<file path="src/rtl/core/ddo_pkg.sv">
`default_nettype none
package ddo_pkg;

   localparam int COUNT_BITS     = 16;
   localparam int CORDIC_DEF     = 24;
   localparam int TICK_W         = 24;
   localparam int CSR_IDX_W      = 2;
   localparam int ACC_W          = 48;
   localparam int HEAD_W         = 40;
   localparam int OUT_W          = 32;
   localparam int MUL_A_W        = 26;
   localparam int MUL_B_W        = 28;
   localparam int MUL_P_W        = MUL_A_W + MUL_B_W;
   localparam int ANG_W          = 28;
   localparam int RED_STEPS      = 13;

   localparam logic signed [ANG_W-1:0] ANG_TWO_PI  = 28'sd105414357;
   localparam logic signed [ANG_W-1:0] ANG_PI      = 28'sd52707179;
   localparam logic signed [ANG_W-1:0] ANG_HALF_PI = 28'sd26353589;

   localparam logic [TICK_W-1:0] RIGHT_TICK_RESET = 24'd452004;
   localparam logic [TICK_W-1:0] LEFT_TICK_RESET  = 24'd452004;
   localparam logic [TICK_W-1:0] INV_SEP_RESET    = 24'd256000;

   typedef enum logic [CSR_IDX_W-1:0] {
      CSR_RIGHT_TICK = 2'd0,
      CSR_LEFT_TICK  = 2'd1,
      CSR_INV_SEP    = 2'd2
   } csr_index_type;

   typedef enum logic {
      OP_UPDATE  = 1'b0,
      OP_CAPTURE = 1'b1
   } op_type;

   typedef enum logic [4:0] {
      ST_IDLE, ST_MUL_R, ST_MUL_L, ST_ACC_L, ST_HLO, ST_HHI, ST_HACC,
      ST_RED, ST_FOLD, ST_CORD, ST_FIN, ST_XLO, ST_XHI, ST_XACC,
      ST_YHI, ST_YACC, ST_DONE
   } state_type;

   // Rounded arctangent of 2^-i, 2^-24 rad.
   function automatic logic signed [ANG_W-1:0] atan_lut(input logic [4:0] i);
      logic signed [ANG_W-1:0] r;
      case (i)
         5'd0:  r = 28'sd13176795;
         5'd1:  r = 28'sd7778716;
         5'd2:  r = 28'sd4110060;
         5'd3:  r = 28'sd2086331;
         5'd4:  r = 28'sd1047214;
         5'd5:  r = 28'sd524117;
         5'd6:  r = 28'sd262123;
         5'd7:  r = 28'sd131069;
         5'd8:  r = 28'sd65536;
         5'd9:  r = 28'sd32768;
         5'd10: r = 28'sd16384;
         5'd11: r = 28'sd8192;
         5'd12: r = 28'sd4096;
         5'd13: r = 28'sd2048;
         5'd14: r = 28'sd1024;
         5'd15: r = 28'sd512;
         5'd16: r = 28'sd256;
         5'd17: r = 28'sd128;
         5'd18: r = 28'sd64;
         5'd19: r = 28'sd32;
         5'd20: r = 28'sd16;
         5'd21: r = 28'sd8;
         5'd22: r = 28'sd4;
         5'd23: r = 28'sd2;
         5'd24: r = 28'sd1;
         default: r = '0;
      endcase
      return r;
   endfunction

endpackage
`default_nettype wire

</file>
<file path="src/rtl/core/ddo_mul.sv">
`default_nettype none
// Shared signed multiplier, product registered.
module ddo_mul import ddo_pkg::*; (
   input  wire logic                      clock,
   input  wire logic signed [MUL_A_W-1:0] a,
   input  wire logic signed [MUL_B_W-1:0] b,
   output logic signed [MUL_P_W-1:0]      p_ff
);
   always_ff @(posedge clock) begin
      p_ff <= MUL_P_W'(a * b);
   end
endmodule
`default_nettype wire
</file>
<file path="config.mk">
export PLATFORM = sky130hd
export DESIGN_NAME = ddo_mul
export DESIGN_NICKNAME = d
export VERILOG_FILES = /design/src/rtl/core/ddo_pkg.sv /design/src/rtl/core/ddo_mul.sv
export SDC_FILE = /design/constraint.sdc
export NUM_CORES = 2
export LEC_CHECK = 0
export BUFFER_PORTS_ARGS = -buffer_cell sky130_fd_sc_hd__buf_2
export CORE_ASPECT_RATIO = 2
export CORE_MARGIN = 5
export CORE_UTILIZATION = 60
export CTS_BUF_LIST = sky130_fd_sc_hd__clkbuf_16
export CTS_CLUSTER_DIAMETER = 200
export CTS_CLUSTER_SIZE = 24
export DETAILED_ROUTE_END_ITERATION = 12
export PLACE_DENSITY = 0.79
export SYNTH_ARGS = -nofsm -noshare
export SYNTH_HDL_FRONTEND = slang
export SYNTH_SLANG_ARGS = --single-unit
</file>
<file path="constraint.sdc">
create_clock -name clock -period 10.8 [get_ports clock]
set_clock_uncertainty 0.1 [all_clocks]
set_input_delay 1.62 -clock clock [delete_from_list [all_inputs] [get_ports clock]]
set_output_delay 1.62 -clock clock [all_outputs]
set_load 0.02 [all_outputs]
</file>
* Yosys cells after proc, flatten, opt, wreduce, memory -nomap -nowiden
Index checks and enable logic that the tools add are counted.
** Word-level totals
- Bits in read-only memories :: 0
- Output and inout port bits :: 54
- RAM bits :: 0
- Bits in latches :: 0
- Memories :: 0
- Input port bits :: 55
- Register bits after elaboration :: 54
- Logic and storage cells :: 2
** Operators by class
- Shifts and indexed selects :: 0
- $add $sub $neg :: 0
- Reductions and logical operators :: 0
- Divide/modulo/power cells :: 0
- Bitwise operators :: 0
- Muxes and demuxes :: 0
- $lt $le $gt $ge :: 0
- $mul :: 1
- Equal/unequal tests :: 0
** Operator list (count)
- multiplier 26 x 28 -> 54 bit :: 1

* Longest topological paths before layout
- Depth after elaboration :: 1
- Depth in mapped cells :: 28
- Gate-level depth less buffers :: 25

* Worst setup path before layout
No wires, ideal clock.
- Kind :: in2reg
- From :: input a[2]
- To :: register p_ff[53]
- Setup slack :: 2.578 ns
- Data required time :: 10.583 ns
- Cell stages on the path :: 26
- Data arrival time :: 8.005 ns
- Buffers on the path :: 3
- Library setup time :: 0.117 ns
- Cells stage by stage :: clkbuf_1 > clkbuf_1 > nand2_1 > fa_1 > inv_1 > fa_1 > inv_1 > fa_1 > fa_1 > inv_1 > fa_1 > fa_1 > inv_1 > fa_1 > inv_1 > ha_1 > clkbuf_1 > a211oi_1 > nor2_1 > o41ai_1 > nand3_1 > nor3b_2 > o31ai_2 > a31o_2 > nor4_2 > and4bb_1
** Between the ends
- Word-level cells in the longest chain between the ends :: 1
** RTL lines
- start: declaration :: RTL line ddo_mul.sv:5 : input wire logic signed [MUL_A_W-1:0] a,
- multiplier 26 x 28 -> 54 bit :: RTL line ddo_mul.sv:10 : p_ff <= MUL_P_W'(a * b);
- end signal: assignment :: RTL line ddo_mul.sv:10
- end: declaration :: RTL line ddo_mul.sv:7 : output logic signed [MUL_P_W-1:0] p_ff
Every way passes these cells.

* Final worst setup path
- From :: input a[11]
- To :: register p_ff[52]
Same word-level chain as after synthesis.

==> metrics.txt <==
run status finished clean; WHS Path Cells 2; GRT overflow 0; beginning of the critical path a[11]; crit path max fanout 28; FMAX roughly 0.11 GHz; # port buffers roughly 110; wire per inst 25.4 microns; Post-CTS Setup Inserts 0; kind of critical path in -> reg; simple-gate area share of the yosys netlist 0.149; Reg with most FFs p_ff; Post-synth ARST share 0; final WL ~89000 microns; layout cells sized above 1 0.0487; IO Count 109; total core area about 45000 sq um; ANT nets after route 0; Seq/Total Area, Yosys 0.0397; largest net degree at the start of global routing 29; Post-Synth Adder-Cell Area 0.626; RD Place Congestion between 1 and 1.5; drt pass-1 iters 7; DRC 0; Fillers 3699; cell family with most CP delay adder cells; setup TNS 0 ns; RSZ-0062 raised after global routing false; row cnt 110; critical path capture point type flip-flop; Final Max Slew Viols 0; vias in the first global route roughly 24000; Worst Path Arrival ~9.4 ns; Starting Density 0.606; post-synthesis mux area share 0; biggest regs p_ff (54); most frequent cell on the critical path fa_1; root buffer cell clkbuf_16; Global Route Usage Sum 0.366; initial drt markers 1512; Yosys reg bits 54; final setup vio count 0; P&R area growth vs syn 3.37%; Syn Area/Cell a little over 9 sq um; vias per cell just under 6; initial antenna violation count 7; max-cap violations 0; Synth Cell Area around 27000 sq um; CTS Buf Count 5; Critical Path Slowest Stage Cell fa_1; syn nets roughly 3900; number of enable flip-flop cells after synthesis 0; nets 3877; Post-CTS Resized 0; fin crit period 9.36 ns; clk sinks 54; cts hold-fix bufs 0; Synth Area in Compound Gates 0.0397; vias around 21000; critical-path cell list buf_2 > nand2_1 > fa_1 > fa_1 > inv_1 > fa_1 > fa_1 > fa_1 > fa_1 > fa_1 > ha_1 > a21oi_1 > o21a_1 > o211ai_1 > nor3_1 > a211oi_2 > a311oi_1 > xnor2_1; clock slew at reported path FFs about 0.090 ns; Gate Count Post-Synth just under 3000; ys flop type dfxtp_1; Cell variety after synth 63; first-pass GRT wire length around 140000 microns; Largest register FFs 54; worst relative slew slack 0.376; full die area 50100 sq um; worst hold path type in -> reg; startpoint types input port; H-tree levels 2; CTS tree yes; Synth Warn # 0; critical path depth 18; main combinational cell family by area after synthesis adder cells; die width ~160 microns; Vert. Die Dim between 300 and 400 microns; fin crit share 0.866; HPWL Detailed just over 70000 microns; Longest Clk Path Bufs 2; worst setup path end p_ff[52]; Req. time, crit path ~11 ns; count of final hold-check violations 0; Post-Synth XOR/XNOR Area 0.0193; actual slew at the worst max-slew pin 0.933 ns; CP Buf/Inv Count 2; Worst path max stage delay between 0.9 and 1 ns
layer usage:
layer  share of wire  up-vias  wire (microns)  track usage
li1                -     8318               -            -
met2            0.52     1179           46100        0.634
met4            0.15        4           13700        0.415
met1            0.25    10554           22400        0.321
met3           0.072      603            6350       0.0752
met5         0.00059        -              52      0.00988
worst min-delay path by stage:
stage,from,to,slack [ns]
2_1_floorplan,a[0],p_ff[0],1.65
3_3_place_gp,p_ff[2],p_ff[2],1.94
3_5_place_dp,p_ff[4],p_ff[4],1.94
4_1_cts,b[0],p_ff[0],1.73
5_1_grt,b[0],p_ff[0],1.74
6_report,b[0],p_ff[0],1.74
synthesized netlist by cell type (all sizes together), types with 3 or more instances:
cell	n	share of area
inv	775	0.11
fa	758	0.56
nand2	420	0.058
and2	308	0.071
ha	150	0.069
clkbuf	139	0.019
dfxtp	54	0.040
a21oi	47	0.0088
nor2	45	0.0062
xnor2	41	0.013
o21ai	27	0.0050
xor2	19	0.0061
a21o	18	0.0050
nand3	12	0.0022
nand4	11	0.0025
a211oi	9	0.0028
nand2b	8	0.0018
o21a	8	0.0022
o21bai	8	0.0022
a31oi	7	0.0016
nor3	7	0.0013
a31o	5	0.0016
and3	4	0.00092
and4	4	0.0013
o211ai	4	0.0011
o31ai	4	0.0013
or2	4	0.00092
a2111oi	3	0.0017
buf	3	0.00050
o41ai	3	0.00096
or3	3	0.00069
final cells by class:
cell class / count / area [sq um] / area share
Tap cell: 560 / 701 / 0.0249
Sequential cell: 54 / 1080 / 0.0384
Timing Repair Buffer: 115 / 593 / 0.0210
Clock buffer: 5 / 125 / 0.00444
Clock inverter: 3 / 28.8 / 0.00102
Multi-Input combinational cell: 1963 / 22700 / 0.807
Antenna cell: 4 / 10.0 / 0.000355
Inverter: 775 / 2910 / 0.103
cells by family (layout without fill, tap and decap cells):
kind of cell / count (synthesis) / count (layout)
compound gates: 160 / 160
xor+xnor: 60 / 60
fa+ha+maj: 908 / 908
buf+inv: 917 / 898
flops: 54 / 54
other cells: 0 / 4
simple gates: 835 / 835
layout by cell type (no fill, tap or decap), types with 3 or more instances in the layout:
cell and count:
clkbuf_16 5, o211ai_1 4, buf_2 108, nand4_1 11, a31oi_1 7, a21oi_1 46
or3_1 3, nand3_1 12, and2_1 307, a211oi_1 7, dfxtp_1 54, o31ai_1 3
buf_4 7, xnor2_1 41, xor2_1 19, o21ai_0 25, or2_2 3, ha_1 150
a21o_1 18, nor2_1 45, o41ai_1 3, and4_1 4, nand2_1 420, o21bai_1 8
nor3_1 7, nand2b_1 8, diode_2 4, o21a_1 8, fa_1 758, and3_1 4
a31o_2 5, inv_1 775
metrics by stage:
step                std cells  hold slack [ns]  utilization  cell area (sq um)  setup WS, ns
floorplan                2934             1.65            -              27300          2.58
global placement         3467             1.94        0.622              28000          1.33
detailed placement       3467             1.94        0.622              28000          1.33
CTS                      3475             1.73        0.626              28200          1.66
global route             3478             1.74        0.626              28200          1.28
finish                   3479             1.74        0.626              28200          1.44
Power is left out: the tool's default activity adds up to more than one toggle a clock period on the data nets, which glitch-free logic cannot reach.
